<file path="src/rtl/u8e_pkg.sv">
`default_nettype none
// ----------------------------------------------------------------------------
// u8e_pkg
// Shared types, status codes and encoding helpers for the UCS-4 to UTF-8
// encoder.
// ----------------------------------------------------------------------------
package u8e_pkg;

    localparam logic [1:0] ST_OK      = 2'd0;
    localparam logic [1:0] ST_ILLEGAL = 2'd1;
    localparam logic [1:0] ST_STOPPED = 2'd2;

    localparam logic [15:0] BUDGET_RESET = 16'd256;

    typedef struct packed {
        logic [31:0] code_point;
        logic        last_point;
    } t_in_item;

    typedef struct packed {
        logic [7:0]  out_byte;
        logic        byte_valid;
        logic        run_end;
        logic [1:0]  status;
        logic [15:0] bytes_total;
        logic [15:0] points_used;
    } t_out_item;

    // One classified request as it travels from the front to the back.
    typedef struct packed {
        logic [30:0] code_point;
        logic [2:0]  count;
        logic        byte_valid;
        logic [1:0]  status;
        logic [15:0] bytes_base;
        logic [15:0] points_used;
    } t_cmd;

    // Number of bytes in the six-byte form, zero for values above 0x7fffffff.
    function automatic logic [2:0] seq_length(input logic [31:0] cp);
        logic [2:0] len;
        begin
            if (cp < 32'h0000_0080) begin
                len = 3'd1;
            end else if (cp < 32'h0000_0800) begin
                len = 3'd2;
            end else if (cp < 32'h0001_0000) begin
                len = 3'd3;
            end else if (cp < 32'h0020_0000) begin
                len = 3'd4;
            end else if (cp < 32'h0400_0000) begin
                len = 3'd5;
            end else if (cp <= 32'h7fff_ffff) begin
                len = 3'd6;
            end else begin
                len = 3'd0;
            end
            return len;
        end
    endfunction

    function automatic logic [7:0] lead_mark(input logic [2:0] len);
        logic [7:0] mark;
        begin
            unique case (len)
                3'd2:    mark = 8'hc0;
                3'd3:    mark = 8'he0;
                3'd4:    mark = 8'hf0;
                3'd5:    mark = 8'hf8;
                3'd6:    mark = 8'hfc;
                default: mark = 8'h00;
            endcase
            return mark;
        end
    endfunction

endpackage
`default_nettype wire

</file>
<file path="src/rtl/u8e_front.sv">
`default_nettype none
// ----------------------------------------------------------------------------
// u8e_front
// Classifies each accepted code point against the string counters and the
// byte budget, updates the counters and issues one request to the back end.
// ----------------------------------------------------------------------------
module u8e_front
    import u8e_pkg::*;
(
    input  wire logic     i_clk,
    input  wire logic     i_rst_n,
    input  wire logic     i_cfg_valid,
    output logic          o_cfg_ready,
    input  wire logic [15:0] i_cfg_data,
    input  wire logic     i_accept,
    input  wire t_in_item i_item,
    output t_cmd          o_cmd
);

    logic [15:0] r_budget;
    logic [15:0] r_bytes;
    logic [15:0] r_points;
    logic        r_stopped;

    logic [15:0] n_bytes;
    logic [15:0] n_points;
    logic        n_stopped;

    logic [2:0]  len;
    logic [16:0] sum;
    logic [15:0] points_inc;

    assign o_cfg_ready = 1'b1;

    always_comb begin
        len        = seq_length(i_item.code_point);
        sum        = {1'b0, r_bytes} + {14'd0, len};
        points_inc = (r_points == 16'hffff) ? r_points : r_points + 16'd1;

        n_bytes   = r_bytes;
        n_points  = r_points;
        n_stopped = r_stopped;

        o_cmd.code_point  = i_item.code_point[30:0];
        o_cmd.count       = 3'd1;
        o_cmd.byte_valid  = 1'b0;
        o_cmd.bytes_base  = r_bytes;
        o_cmd.status      = ST_STOPPED;
        o_cmd.points_used = r_points;

        priority if (r_stopped) begin
            o_cmd.status = ST_STOPPED;
        end else if (len == 3'd0) begin
            n_points          = points_inc;
            o_cmd.status      = ST_ILLEGAL;
            o_cmd.points_used = points_inc;
        end else if (sum > {1'b0, r_budget}) begin
            n_stopped    = 1'b1;
            o_cmd.status = ST_STOPPED;
        end else begin
            n_bytes           = sum[15:0];
            n_points          = points_inc;
            o_cmd.status      = ST_OK;
            o_cmd.count       = len;
            o_cmd.byte_valid  = 1'b1;
            o_cmd.points_used = points_inc;
        end

        if (i_item.last_point) begin
            n_bytes   = 16'd0;
            n_points  = 16'd0;
            n_stopped = 1'b0;
        end
    end

    always_ff @(posedge i_clk) begin
        if (!i_rst_n) begin
            r_budget  <= BUDGET_RESET;
            r_bytes   <= 16'd0;
            r_points  <= 16'd0;
            r_stopped <= 1'b0;
        end else begin
            if (i_cfg_valid) begin
                r_budget <= i_cfg_data;
            end
            if (i_accept) begin
                r_bytes   <= n_bytes;
                r_points  <= n_points;
                r_stopped <= n_stopped;
            end
        end
    end

endmodule
`default_nettype wire

</file>
<file path="src/rtl/u8e_cmd_queue.sv">
`default_nettype none
// ----------------------------------------------------------------------------
// u8e_cmd_queue
// Small first-in first-out queue of classified requests between the front
// and the back end.
// ----------------------------------------------------------------------------
module u8e_cmd_queue
    import u8e_pkg::*;
#(
    parameter int DEPTH = 4
) (
    input  wire logic i_clk,
    input  wire logic i_rst_n,
    input  wire logic i_push,
    input  wire t_cmd i_data,
    output logic      o_full,
    input  wire logic i_pop,
    output t_cmd      o_data,
    output logic      o_empty
);

    localparam int AW = (DEPTH > 1) ? $clog2(DEPTH) : 1;
    localparam int CW = $clog2(DEPTH + 1);
    localparam logic [AW-1:0] LAST_IDX = AW'(DEPTH - 1);
    localparam logic [CW-1:0] FULL_CNT = CW'(DEPTH);

    t_cmd          r_mem [DEPTH];
    logic [AW-1:0] r_wr_ptr;
    logic [AW-1:0] r_rd_ptr;
    logic [CW-1:0] r_count;

    logic do_push;
    logic do_pop;

    assign o_full  = (r_count == FULL_CNT);
    assign o_empty = (r_count == '0);
    assign do_push = i_push && !o_full;
    assign do_pop  = i_pop && !o_empty;
    assign o_data  = r_mem[r_rd_ptr];

    always_ff @(posedge i_clk) begin
        if (do_push) begin
            r_mem[r_wr_ptr] <= i_data;
        end
    end

    always_ff @(posedge i_clk) begin
        if (!i_rst_n) begin
            r_wr_ptr <= '0;
            r_rd_ptr <= '0;
            r_count  <= '0;
        end else begin
            if (do_push) begin
                r_wr_ptr <= (r_wr_ptr == LAST_IDX) ? '0 : r_wr_ptr + AW'(1);
            end
            if (do_pop) begin
                r_rd_ptr <= (r_rd_ptr == LAST_IDX) ? '0 : r_rd_ptr + AW'(1);
            end
            if (do_push && !do_pop) begin
                r_count <= r_count + CW'(1);
            end else if (do_pop && !do_push) begin
                r_count <= r_count - CW'(1);
            end
        end
    end

endmodule
`default_nettype wire

</file>
<file path="src/rtl/u8e_back.sv">
`default_nettype none
// ----------------------------------------------------------------------------
// u8e_back
// Expands each request into its result items, one per cycle as long as the
// receiver drains the output register that holds them.
// ----------------------------------------------------------------------------
module u8e_back
    import u8e_pkg::*;
(
    input  wire logic i_clk,
    input  wire logic i_rst_n,
    input  wire t_cmd i_cmd,
    input  wire logic i_cmd_empty,
    output logic      o_cmd_pop,
    output t_out_item o_result,
    output logic      o_empty,
    input  wire logic i_pop
);

    logic        r_out_valid;
    t_out_item   r_out;
    logic [2:0]  r_idx;

    logic        advance;
    logic        last_res;
    logic [2:0]  remain;
    logic [4:0]  shift;
    logic [30:0] shifted;
    t_out_item   n_out;

    assign advance   = !i_cmd_empty && (!r_out_valid || i_pop);
    assign last_res  = (r_idx == i_cmd.count - 3'd1);
    assign o_cmd_pop = advance && last_res;
    assign o_empty   = !r_out_valid;
    assign o_result  = r_out;

    always_comb begin
        remain  = i_cmd.count - 3'd1 - r_idx;
        shift   = {remain, 2'b00} + {1'b0, remain, 1'b0};
        shifted = i_cmd.code_point >> shift;

        n_out.byte_valid  = i_cmd.byte_valid;
        n_out.run_end     = last_res;
        n_out.status      = i_cmd.status;
        n_out.points_used = i_cmd.points_used;
        if (!i_cmd.byte_valid) begin
            n_out.out_byte    = 8'h00;
            n_out.bytes_total = i_cmd.bytes_base;
        end else begin
            if (r_idx == 3'd0) begin
                n_out.out_byte = lead_mark(i_cmd.count) | shifted[7:0];
            end else begin
                n_out.out_byte = {2'b10, shifted[5:0]};
            end
            n_out.bytes_total = i_cmd.bytes_base + {13'd0, r_idx} + 16'd1;
        end
    end

    always_ff @(posedge i_clk) begin
        if (advance) begin
            r_out <= n_out;
        end
    end

    always_ff @(posedge i_clk) begin
        if (!i_rst_n) begin
            r_out_valid <= 1'b0;
            r_idx       <= 3'd0;
        end else begin
            if (advance) begin
                r_out_valid <= 1'b1;
                r_idx       <= last_res ? 3'd0 : r_idx + 3'd1;
            end else if (i_pop) begin
                r_out_valid <= 1'b0;
            end
        end
    end

endmodule
`default_nettype wire

</file>
<file path="src/rtl/ucs4_to_utf8_encoder.sv">
`default_nettype none
// ----------------------------------------------------------------------------
// ucs4_to_utf8_encoder
// Encodes 32-bit code points into UTF-8 bytes in the original six-byte form.
// ----------------------------------------------------------------------------
// The input side is a queue: write a code point with push while full is low.
// The result side is a queue too: while empty is low, o_result holds the
// oldest result, and pop takes it away. Each code point gives one to six
// results, one byte each, or a single status result with no byte.
// The front classifies a point in the cycle it is accepted and updates the
// string counters; a command queue of QUEUE_DEPTH entries feeds the back end.
// A point accepted into the command queue has its first result on the ports
// once the back end has loaded it into the output register. The back end
// emits one result per cycle while the receiver keeps popping, one to six
// per point; the byte serializer sets the throughput.
// If the receiver stops popping, the output register holds, the command queue
// fills and full rises; nothing is lost.
// The budget register takes a request on the configuration channel at any
// cycle; it is always ready and should be written only while the block is idle.
// Reset clears the counters and both queues and sets the budget to 256.
// ----------------------------------------------------------------------------
module ucs4_to_utf8_encoder
    import u8e_pkg::*;
#(
    parameter int QUEUE_DEPTH = 4
) (
    input  wire logic        i_clk,
    input  wire logic        i_rst_n,
    input  wire logic        push,
    output logic             full,
    input  wire t_in_item    i_item,
    output logic             empty,
    input  wire logic        pop,
    output t_out_item        o_result,
    input  wire logic        i_cfg_valid,
    output logic             o_cfg_ready,
    input  wire logic [15:0] i_cfg_data
);

    logic accept;
    t_cmd front_cmd;
    t_cmd head_cmd;
    logic q_empty;
    logic q_pop;

    assign accept = push && !full;

    u8e_front u_front (
        .i_clk       (i_clk),
        .i_rst_n     (i_rst_n),
        .i_cfg_valid (i_cfg_valid),
        .o_cfg_ready (o_cfg_ready),
        .i_cfg_data  (i_cfg_data),
        .i_accept    (accept),
        .i_item      (i_item),
        .o_cmd       (front_cmd)
    );

    u8e_cmd_queue #(
        .DEPTH (QUEUE_DEPTH)
    ) u_queue (
        .i_clk   (i_clk),
        .i_rst_n (i_rst_n),
        .i_push  (accept),
        .i_data  (front_cmd),
        .o_full  (full),
        .i_pop   (q_pop),
        .o_data  (head_cmd),
        .o_empty (q_empty)
    );

    u8e_back u_back (
        .i_clk       (i_clk),
        .i_rst_n     (i_rst_n),
        .i_cmd       (head_cmd),
        .i_cmd_empty (q_empty),
        .o_cmd_pop   (q_pop),
        .o_result    (o_result),
        .o_empty     (empty),
        .i_pop       (pop)
    );

endmodule
`default_nettype wire
</file>
<file path="config.mk">
export PLATFORM = sky130hd
export DESIGN_NAME = ucs4_to_utf8_encoder
export DESIGN_NICKNAME = d
export VERILOG_FILES = /design/src/rtl/u8e_pkg.sv /design/src/rtl/u8e_front.sv /design/src/rtl/u8e_cmd_queue.sv /design/src/rtl/u8e_back.sv /design/src/rtl/ucs4_to_utf8_encoder.sv
export SDC_FILE = /design/constraint.sdc
export NUM_CORES = 1
export LEC_CHECK = 0
export BUFFER_PORTS_ARGS = -buffer_cell sky130_fd_sc_hd__buf_4
export CORE_ASPECT_RATIO = 2
export CORE_MARGIN = 3
export CORE_UTILIZATION = 45
export DETAILED_ROUTE_END_ITERATION = 10
export SYNTH_ARGS = -nofsm -noshare
export SYNTH_HDL_FRONTEND = slang
export SYNTH_SLANG_ARGS = --single-unit
</file>
<file path="constraint.sdc">
create_clock -name i_clk -period 6.8 [get_ports i_clk]
set_clock_uncertainty 0.1 [all_clocks]
set_input_delay 0.68 -clock i_clk [delete_from_list [all_inputs] [get_ports i_clk]]
set_output_delay 0.68 -clock i_clk [all_outputs]
set_load 0.05 [all_outputs]
</file>
==> flow_metrics.py <==
metrics = {
    "synth": {
        "syn-cell-area_mm2": 0.0168,
        "synth.most_common_cell": "edfxtp_1",
        "synth-warning-count": 0,
        "ys_types": 80,
        "ys.flop_type": "edfxtp_1",
        "ys_seq_area_frac": 0.646,
        "syn_inst": 1139,
        "synth_top_area_share": 0.572,
        "synth_area_leaders": "edfxtp_1 57%, mux4_2 9.5%, dfxtp_1 7.4%",
        "yosys.area.top_type": "edfxtp_1",
        "syn_nets": 1237,
        "synth-edff-count": 320,
        "ys_ff_latch": 382,
        "async_flop_share": 0,
        "yosys-top-cells-count": "320 x edfxtp_1, 100 x nand2_1, 77 x nor2_1",
        "synth_area_per_cell_um2": 14.8,
    },
    "power_and_ir_drop": {
        "power_density_mw_per_mm2": 449,
        "swShare": 0.371,
        "internal_power_uw": 5410,
        "seq_power_share": 0.362,
        "ir_drop_mv": 0.483,
        "switchingPower_uw": 3200,
        "p_leak_uw": 0.00693,
        "combPwrFrac": 0.414,
        "clkPwrFrac": 0.224,
    },
    "global_routing": {
        "grt_pass1_vias": 10300,
        "overflow": 0,
        "grt_max_degree": 58,
        "grt.total_usage": 0.197,
        "grt_first_pass_wirelength_um": 59500,
        "antenna_found_initial": 0,
    },
    "timing": {
        "fin_crit_sh": 0.862,
        "finalSetupTns_ps": 0,
        "min_period_ps": 5860,
        "rsz0062_at_grt": "no",
        "drv_slew": 0,
        "slew_headroom": 0.328,
        "hold_violations": 0,
        "tightestPinTransition_ps": 1010,
        "setup_violations": 0,
        "fmax_ghz": 0.171,
    },
    "status": {
        "outcome": "completed",
    },
    "clocking": {
        "post_cts_buffers": 0,
        "clockRootBuffer": "clkbuf_16",
        "clk_path_buf_depth": 3,
        "insertion_delay_ps": 530,
        "cts_tree": "built",
        "cts_hold_buffers": 0,
        "clk_pin_slew_ps": 70,
        "cts.sinks": 382,
        "cts_buffers": 34,
        "htree_levels": 2,
        "ctsResizeCount": 0,
    },
    "detailed_routing": {
        "ant_nets": 0,
        "drc_errors": 0,
        "num_vias": 9855,
        "post_drt_wl_per_cell_um": 22.5,
        "wl_um": 38900,
        "drt_iter0_markers": 550,
        "via_per_inst": 5.70,
        "firstDrtPassIters": 5,
    },
    "placement": {
        "hpwl_um": 26600,
        "gp_congestion": 0.893,
        "placed_cells": 1669,
        "numPortBuffers": 99,
    },
    "critical_path": {
        "path_delay_family": "simple AND/OR/NAND/NOR gates",
        "end_kind": "register",
        "slowest_delay_ps": 610,
        "worstPathRequired_ps": 7110,
        "reg2reg_slack_ps": 1730,
        "crit_chain": "buf_4 -> or4_1 -> nor3_1 -> buf_4 -> and3_1 -> o21ai_0 -> o21ai_0 -> fa_1 -> a21oi_1 -> nor3_1 -> nand3_1 -> or3_1 -> nor2_1 -> xor2_1 -> ha_1 -> a21oi_2 -> o221ai_2 -> or3_4 -> o211a_4 -> or4_4 -> mux2_4 -> a221o_1",
        "crit_path_max_fanout": 5,
        "cp_num_buf_inv": 2,
        "crit_path_start_kind": "input pin",
        "worst_path_max_delay_cell": "or4_1",
        "cp.arrival_ps": 6180,
        "path_class": "in2reg",
    },
    "die": {
        "fp.coreArea_mm2": 0.0367,
        "initial_utilization": 0.458,
        "die_area_mm2": 0.0398,
        "die_x_um": 143,
        "rows": 99,
        "die_h_um": 279,
        "io_pins": 101,
    },
    "min_path": {
        "hp-class": "in2reg",
    },
    "final_layout": {
        "drive_above_1_share": 0.222,
        "nets": 1349,
        "diodes": 0,
        "syn_to_final_growth_pct": 14.3,
        "fillers": 3059,
        "final_cells": 1729,
    },
    "run": {
        "maxCapViolCount": 0,
    },
}
==> cell usage in the layout (no fill, tap or decap), drive strengths merged, types with 12 or more instances in the layout <==
master,count
edfxtp,320
buf,128
nand2,100
nor2,78
mux4,71
dfxtp,62
inv,48
clkbuf,40
mux2i,39
ha,39
nand3,37
nor3,29
a21oi,28
o21ai,24
xor2,23
xnor2,21
clkinv,14
nand4,12
and3,12
==> kinds of logic (layout without fill, tap and decap cells) <==
group                    count (synthesis)  after routing  synth area share
AO/OA/AOI/OAI                          129            129            0.0540
buffers and inverters                   99            235            0.0261
XOR/XNOR                                44             44            0.0229
other                                    1              1          0.000223
adder cells (fa/ha/maj)                 44             44            0.0350
multiplexers                           119            119             0.125
flip-flops                             382            382             0.646
AND/OR/NAND/NOR                        321            321            0.0916
==> layout make-up <==
class | instances | area (µm²) | share of cell area
well taps | 454 | 568 | 0.0296
repair buffers | 128 | 961 | 0.0500
multi-input cells | 658 | 5540 | 0.289
clock inverters | 20 | 206 | 0.0108
flip-flops and latches | 382 | 10900 | 0.565
clock buffers | 40 | 895 | 0.0466
inverters | 47 | 176 | 0.00919
==> state kept, by name, indices dropped and copies added (netlist names), named ones only <==
| signal | cells |
|---|---|
| u_front.r_points | 16 |
| u_front.r_bytes | 16 |
| u_back.o_result | 44 |
| u_queue.r_mem | 276 |
| u_back.r_out_valid | 1 |
| u_front.r_stopped | 1 |
| u_queue.r_count | 3 |
| u_queue.r_rd_ptr | 2 |
| u_back.r_idx | 3 |
| u_queue.r_wr_ptr | 2 |
| u_front.r_budget | 16 |
==> routing by layer <==
metal	track usage	vias up	routed length (µm)
met3	0.0234	81	1220
met5	0	-	0
li1	-	4593	-
met2	0.385	197	22500
met1	0.205	4984	13500
met4	0.0859	0	1720
==> path summary, 6_finish.rpt <==
| kind | cells after the start | end | start |
|---|---|---|---|
| worst max register to register | 14 | u_back.o_result[41] | register |
| worst min-delay path | 1 | u_queue.r_mem[3][39] | i_item[2] |
| worst min register to register | 2 | u_back.r_out_valid | u_back.r_out_valid |
| worst max-delay path | 22 | u_front.r_points[15] | i_item[29] |
==> power by group through the flow <==
stage | sequential, µW | combinational (µW) | clock, µW
after global routing | 3150 | 3860 | 2070
after CTS | 3130 | 3610 | 1980
after floorplan | 3630 | 2100 | 0
after detailed placement | 3180 | 3610 | 0
after global placement | 3160 | 3590 | 0
final | 3120 | 3560 | 1930
==> stage by stage <==
stage	worst slack (ps)	cell area, µm²	power, µW	hold WS [ps]	utilization
finish	937	19200	8610	258	0.524
global route	549	19200	9080	241	0.524
CTS	928	19200	8720	229	0.524
detailed placement	387	18100	6780	363	0.494
global placement	440	18100	6760	354	0.494
floorplan	745	16800	5730	346	-
(Power assumes the default switching activity.)
